### src/tlfbc_pkg.sv
// Shared constants, payload types and helpers for the two-level free buffer cache.
package tlfbc_pkg;

  localparam int NUM_CLASSES     = 32;
  localparam int MAX_CACHE_DEPTH = 256;
  localparam int HANDLE_BITS     = 32;

  localparam int CLASS_FIELD_BITS = 5;
  localparam int LIMIT_BITS       = 9;
  localparam int CFG_INDEX_BITS   = 2;
  localparam int CNT_BITS         = 32;

  localparam int CLASS_BITS   = (NUM_CLASSES > 1) ? $clog2(NUM_CLASSES) : 1;
  localparam int CLS_EXT_BITS = (CLASS_BITS > CLASS_FIELD_BITS) ? CLASS_BITS : CLASS_FIELD_BITS;
  localparam int DEPTH_BITS   = $clog2(MAX_CACHE_DEPTH);
  localparam int FILL_BITS    = $clog2(MAX_CACHE_DEPTH + 1);
  localparam int LIM_EXT_BITS = (LIMIT_BITS > FILL_BITS) ? LIMIT_BITS : FILL_BITS;
  localparam int STACK_BITS   = CLASS_BITS + DEPTH_BITS;
  localparam int STACK_WORDS  = NUM_CLASSES << DEPTH_BITS;

  // Configuration register indexes
  localparam logic [CFG_INDEX_BITS-1:0] CFG_LOCAL_LIMIT  = CFG_INDEX_BITS'(0);
  localparam logic [CFG_INDEX_BITS-1:0] CFG_GLOBAL_LIMIT = CFG_INDEX_BITS'(1);

  localparam logic [LIMIT_BITS-1:0] LIMIT_RESET = LIMIT_BITS'(2);

  // Route codes
  localparam logic [1:0] ROUTE_LOCAL  = 2'd0;
  localparam logic [1:0] ROUTE_GLOBAL = 2'd1;
  localparam logic [1:0] ROUTE_POOL   = 2'd2;

  localparam logic REQ_ALLOC = 1'b0;
  localparam logic REQ_FREE  = 1'b1;

  typedef struct packed {
    logic                        req_type;
    logic [CLASS_FIELD_BITS-1:0] size_class;
    logic [31:0]                 buffer_handle;
  } tlfbc_req_t;

  typedef struct packed {
    logic [31:0] result_handle;
    logic [1:0]  route;
    logic [31:0] local_alloc_total;
    logic [31:0] local_alloc_misses;
    logic [31:0] local_free_total;
    logic [31:0] local_free_misses;
    logic [31:0] global_alloc_total;
    logic [31:0] global_alloc_misses;
    logic [31:0] global_free_total;
    logic [31:0] global_free_misses;
  } tlfbc_rsp_t;

  // Four counters of one class in one memory row
  typedef struct packed {
    logic [CNT_BITS-1:0] alloc_total;
    logic [CNT_BITS-1:0] alloc_misses;
    logic [CNT_BITS-1:0] free_total;
    logic [CNT_BITS-1:0] free_misses;
  } tlfbc_cnt_row_t;

  // Commands from controller to datapath
  typedef struct packed {
    logic load;    // capture request, issue memory reads
    logic commit;  // update stacks, fills, counters; load output word
  } tlfbc_cmd_t;

  // Depth limits above the stack size act as the stack size.
  function automatic logic [FILL_BITS-1:0] clamp_limit(input logic [LIMIT_BITS-1:0] lim);
    logic [LIM_EXT_BITS-1:0] ext;
    ext = LIM_EXT_BITS'(lim);
    if (ext > LIM_EXT_BITS'(MAX_CACHE_DEPTH)) begin
      return FILL_BITS'(MAX_CACHE_DEPTH);
    end
    return FILL_BITS'(ext);
  endfunction

endpackage

### src/tlfbc_ctrl.sv
// Controller: sequences read and commit phases and owns the output valid flag.
module tlfbc_ctrl
  import tlfbc_pkg::*;
(
  input  logic       clk,
  input  logic       rst,
  input  logic       in_valid,
  output logic       in_ready,
  output logic       out_valid,
  input  logic       out_ready,
  output tlfbc_cmd_t cmd
);

  typedef enum logic {
    ST_IDLE,
    ST_EXEC
  } state_t;

  state_t state;
  logic   can_commit;

  assign in_ready   = (state == ST_IDLE) && !rst;
  assign can_commit = (state == ST_EXEC) && (!out_valid || out_ready);

  assign cmd.load   = in_valid && in_ready;
  assign cmd.commit = can_commit;

  always_ff @(posedge clk) begin
    if (rst) begin
      state     <= ST_IDLE;
      out_valid <= 1'b0;
    end else begin
      unique case (state)
        ST_IDLE: begin
          if (in_valid) begin
            state <= ST_EXEC;
          end
          if (out_ready) begin
            out_valid <= 1'b0;
          end
        end
        ST_EXEC: begin
          if (can_commit) begin
            state     <= ST_IDLE;
            out_valid <= 1'b1;
          end
        end
        default: begin
          state <= ST_IDLE;
        end
      endcase
    end
  end

endmodule

### config.mk
export PLATFORM = sky130hd
export DESIGN_NAME = tlfbc_ctrl
export DESIGN_NICKNAME = d
export VERILOG_FILES = /design/src/tlfbc_pkg.sv /design/src/tlfbc_ctrl.sv
export SDC_FILE = /design/constraint.sdc
export NUM_CORES = 1
export LEC_CHECK = 0
export BUFFER_PORTS_ARGS = -buffer_cell sky130_fd_sc_hd__buf_2
export CELL_PAD_IN_SITES_DETAIL_PLACEMENT = 0
export CELL_PAD_IN_SITES_GLOBAL_PLACEMENT = 1
export CORE_AREA = 8 8 45 47
export DETAILED_ROUTE_END_ITERATION = 8
export DIE_AREA = 0 0 53 55
export GPL_TIMING_DRIVEN = 0
export PLACE_DENSITY_LB_ADDON = 0.1
export SLEW_MARGIN = 20
export SYNTH_ARGS = -nofsm -noshare
export SYNTH_HDL_FRONTEND = slang
export SYNTH_SLANG_ARGS = --single-unit
### constraint.sdc
create_clock -name clk -period 0.8 [get_ports clk]
set_clock_uncertainty 0.1 [all_clocks]
set_input_delay 0.04 -clock clk [delete_from_list [all_inputs] [get_ports clk]]
set_output_delay 0.04 -clock clk [all_outputs]
set_load 0.005 [all_outputs]
==> flow_summary.toml, run 1 <==
[worst_hold_path]
holdCritPathClass = "in -> reg"

[clock_network]
clk_pin_slew_ns = 0.03
clk_path_buf_depth = 2
clock_tree.root_cell = "clkbuf_4"
cts_tree = "yes"
numClockSinks = 2
clock_latency_ns = 0.23
cts_inserted_buffers = 3
htree_levels = 1

[sta]
worst_pin_slew_ns = 0.158
post-route-period-util_pct = 128
rsz0062_at_grt = "yes"
setup_viol = 5
final.min_clock_period_ns = 1.02
max_clock_freq_mhz = 980
maxSlewHeadroom_pct = 89.4
hold_violations = 0
drv_slew = 0
fin_ws_ns = -0.220
tns_ns = -0.712

[yosys]
synth-simple-area-share_pct = 37.0
yosysWarnings = 0
ys_types = 10
synth_top_family_by_area = "simple AND/OR/NAND/NOR gates"
synth_fp_nets = 15
synthAdderAreaFrac_pct = 0
synth_xor_xnor_area_share_pct = 0
synth.avg_cell_area_um2 = 9.21
synth-seq-cells = 2
synth.mux.area_fraction_pct = 0
ys_seq_area_share_pct = 39.5
synthCells = 11
netlist_area_um2 = 101
synth_compound_area_share_pct = 12.3

[global_route]
overflow = 0
grt_pass1_vias = 127
grt_pass1_wl_um = 552
grt_antenna_before_repair = 0
grtUsageTotal_pct = 3.38
grt_max_degree = 6

[outcome]
status = "finished with violations"
violations = "setup timing"

[run]
maxCapViolations = 0

[worst_setup_path]
critPathArrivalTime_ns = 0.88
cp-end-kind = "primary output"
cp.required_ns = 0.66
cp_max_fo = 5
criticalPathCategory = "reg -> out"
worst_setup_path_start_kind = "flip-flop"

[route]
vias_per_cell = 2.85
wirelength_um = 327
first_pass_iters = 2
drc = 0
wire_per_inst_um = 8.38
drtIter0Drc = 1
num_vias = 111
ant_nets = 0

[die]
die_w_um = 53
dieArea_um2 = 2920
die_h_um = 55
start_util_pct = 7.32
core_area_um2 = 1380
ios = 8
rows = 14

[power_and_ir_drop]
fin_total_pwr_mw = 0.412
p_leak_nw = 0.106
powerDensity_nw_per_um2 = 1760
peakVddDrop_mv = 0.351

[placed_design]
port_buffers = 7
gp_congestion = 0.563

[finish]
final_util_pct = 16.9
antenna_cells = 0
drive_gt1_share_pct = 78.3
area_growth_pct = 131
layout_commonest_cell = "buf_2"
nets = 29
final_cell_mix = "5 x buf_2, 4 x buf_6, 3 x clkbuf_4"
[power breakdown]
part / internal (mW) / leakage (nW) / switching (mW)
registers: 0.106 / 0.0175 / 0.00782
logic: 0.0475 / 0.0747 / 0.0216
clock network: 0.166 / 0.0138 / 0.0628
total: 0.320 / 0.106 / 0.0922
[final timing paths]
| path | cells past startpoint | slack, ns | to | startpoint |
|---|---|---|---|---|
| worst max-delay path | 2 | -0.22 | cmd[1] | state |
| worst min-delay path | 3 | 0.02 | state | rst |
| worst max register to register | 2 | -0.06 | state | state |
| worst min register to register | 2 | 0.39 | out_valid | state |
[state kept, by name, summed over array words and instances, names as in the netlist]
register   count
state          1
out_valid      1
[timing repair]
| item | CTS | global route |
|---|---|---|
| buffers inserted | 1 | 1 |
| resized for setup | 3 | 4 |
| pin swaps | 2 | 1 |
| hold buffers | 1 | 0 |
| setup endpoints to repair | 4 | 6 |
| endpoints found under the hold margin | 1 | 0 |
[synth_stat cells]
library cell,n,area (um2)
and2_2,1,7.51
nor2_1,1,3.75
inv_1,1,3.75
dfxtp_1,2,40.0
nand2b_1,1,6.26
nor3b_2,1,12.5
or2b_1,1,7.51
a21oi_1,1,5.00
o21bai_1,1,7.51
buf_4,1,7.51
[metrics by stage]
stage / std cells / instance area [um2] / setup slack (ns) / hold slack [ns]
final: 39 / 234 / -0.220 / 0.0173
after global routing: 39 / 234 / -0.288 / 0.0333
after CTS: 38 / 210 / -0.234 / 0.00644
after detailed placement: 34 / 160 / -0.133 / 0.151
after global placement: 34 / 160 / -0.133 / 0.155
after floorplan: 11 / 105 / -0.0233 / 0.00165
[area by class of cell]
cell class | count | area (um2)
clock buffers | 3 | 22.5
well taps | 16 | 20.0
flip-flops and latches | 2 | 45.0
repair buffers | 10 | 80.1
multi-input cells | 7 | 62.6
fillers | 161 | 1150
inverters | 1 | 3.75
[cell families (layout without fill, tap and decap cells)]
logic type      Yosys count  in the layout
flops                     2              2
simple gates              5              5
buf+inv                   2             14
compound gates            2              2
[per-layer routing]
metal	GRT usage, %	wire [um]
met5	0	0
met4	7.76	0
met3	2.94	31
met2	2.93	146
met1	2.73	150
[worst max-delay path, cell delays in order, from the launching register on]
cell and delay, ns:
dfxtp_2 0.33, nor3b_2 0.18, buf_2 0.14
Power figures use the tool's default switching activity.
==> run 2: changes to the inputs <==
Settings changed: CTS_BUF_LIST set to sky130_fd_sc_hd__clkbuf_4 sky130_fd_sc_hd__clkbuf_8, SLEW_MARGIN 20 to 15.
Clock period 0.8 ns to 1.2 ns, I/O delays scaled along.
==> run 2 against run 1 <==
Effect of this change:
- routed wire length is 0.92% higher
- critical endpoint unchanged
- die area is the same
- critical path type unchanged
- non-clock buffer count grew 1
- design area is 7.5% lower
- the run now ends clean
- setup slack improved by 0.37 ns
- first-iteration DRC count up 100%
- critical path depth did not move
- worst hold slack improved by 0.047 ns
- final cell count is 2.6% higher
- utilization down 1.3 points
==> flow_summary.toml, run 2 (synthesized netlist as in run 1, its figures left out) <==
[worst_setup_path]
cp_num_cells = 2
worstReg2RegStart = "out_valid"
cp-end-kind = "primary output"
r2r_end = "state"
timing.reg2reg.worst_path_depth = 5
crit_chain = "nor3b_2 > buf_2"
cp_max_fo = 5
ff2ff_setup_slack_ns = 0.16
cpMaxStageDelayCell = "dfxtp_1"
worst_setup_path_start_kind = "flip-flop"
criticalPathCategory = "reg -> out"
critPathArrivalTime_ns = 0.89
cp_slowest_stage_delay_ns = 0.33
cp.required_ns = 1.04
startpoint = "state"
cp-endpoint = "cmd[1]"
critical-path-top-delay-family = "flip-flops"
crit_buf_inv = 1

[worst_hold_path]
holdCritPathClass = "in -> reg"
min_from = "rst"

[sta]
tns_ns = 0
setup_viol = 0
fin_ws_ns = 0.149
drv_slew = 0
rsz0062_at_grt = "no"
post-route-period-util_pct = 87.5
maxSlewHeadroom_pct = 88.9
hold_violations = 0
worst_pin_slew_ns = 0.167
final.min_clock_period_ns = 1.05
max_clock_freq_mhz = 952

[route]
drtIter0Drc = 2
wire_per_inst_um = 8.25
wl_met1_um = 92
drc = 0
wl_met3_um = 31
wirelength_um = 330
top_layer = "met3"
wl_met2_um = 206
vias_per_cell = 3.13
first_pass_iters = 2
ant_nets = 0
num_vias = 125

[placed_design]
gp_congestion = 0.613
dp_slack_ns = 0.208
port_buffers = 7
placed_cells = 34

[clock_network]
clock_tree.root_cell = "clkbuf_4"
numClockSinks = 2
clock_latency_ns = 0.22
htree_levels = 1
clk_path_buf_depth = 2
clk_pin_slew_ns = 0.03
cts_tree = "yes"
cts_inserted_buffers = 3

[power_and_ir_drop]
p_seq_share_pct = 28.8
clockPowerShare_pct = 55.8
powerDensity_nw_per_um2 = 1210
peakVddDrop_mv = 0.273
p_leak_nw = 0.0996
p_int_mw = 0.208
p_sw_mw = 0.0529
switching_share_pct = 20.3
p_comb_share_pct = 15.4

[finish]
seq_area_um2 = 41.3
drive_gt1_share_pct = 70.8
multi_input_comb_area_um2 = 55.1
nFillCells = 168
antenna_cells = 0
area_growth_pct = 114
instances_no_fill = 40
final_cell_mix = "6 x buf_2, 3 x clkbuf_4, 3 x buf_4"
nets = 30
layout_commonest_cell = "buf_2"
largestRegisters = "out_valid x1, state x1"

[die]
core_area_um2 = 1380
start_util_pct = 7.32
die_w_um = 53
ios = 8
dieArea_um2 = 2920
die_h_um = 55
rows = 14

[global_route]
overflow = 0
grt_pass1_wl_um = 517
grtUsageTotal_pct = 2.84
grt_max_degree = 6
grt_antenna_before_repair = 0
grt_pass1_vias = 139

[outcome]
status = "finished, final reports clean"

[run]
maxCapViolations = 0
-- run 2: cell count changes in the layout (fill, tap and decap cells not counted) --
cell      previous run  this run
buf_4                0         3
buf_6                4         1
buf_2                5         6
dfxtp_1              0         1
dfxtp_4              1         0
nand2b_1             0         1
nand2b_4             1         0
-- run 2: final cells by class --
type / count / area share, %
inverters: 1 / 1.73
repair buffers: 11 / 34.1
flip-flops and latches: 2 / 19.1
multi-input cells: 7 / 25.4
clock buffers: 3 / 10.4
well taps: 16 / 9.25
-- run 2: power by group through the flow --
stage	Sequential, mW	Combinational (mW)	Clock [mW]
2_1_floorplan	0.0752	0.0149	0
3_3_place_gp	0.0760	0.0308	0
3_5_place_dp	0.0757	0.0311	0
4_1_cts	0.0753	0.0415	0.159
5_1_grt	0.0762	0.0435	0.170
6_report	0.0751	0.0401	0.146
-- run 2: timing repair --
item,4_1_cts,5_1_grt
hold buffers,1,0
resized for setup,2,2
pin swaps,0,1
buffers inserted,4,0
endpoints found under the hold margin,1,0
endpoints found under the setup margin,1,3
-- run 2: how the worst min path moves through the flow --
| stage | end | slack, ns | cells past startpoint |
|---|---|---|---|
| 2_1_floorplan | out_valid | 0.03 | 1 |
| 5_1_grt | state | 0.06 | 3 |
| 4_1_cts | state | 0.05 | 3 |
| 3_3_place_gp | out_valid | 0.18 | 2 |
| 6_report | state | 0.06 | 3 |
| 3_5_place_dp | out_valid | 0.18 | 2 |
-- run 2: stage by stage --
step	hold slack, ns	total power [mW]	utilization [%]	cell area, um2
after floorplan	0.0291	0.0900	-	101
after global placement	0.183	0.107	11.3	156
after detailed placement	0.182	0.107	11.3	156
after CTS	0.0532	0.276	16.0	221
after global routing	0.0564	0.290	15.6	216
final	0.0639	0.261	15.6	216
-- run 2: worst min-delay path, cell delays in order --
cell and delay (ns):
buf_2 0.11, or2b_1 0.09, o21bai_1 0.06
-- run 2: per-layer routing --
layer | up-vias | GRT usage [%]
li1 | 61 | -
met3 | 0 | 2.94
met5 | - | 0
met2 | 3 | 4.10
met1 | 61 | 1.66
met4 | 0 | 3.88
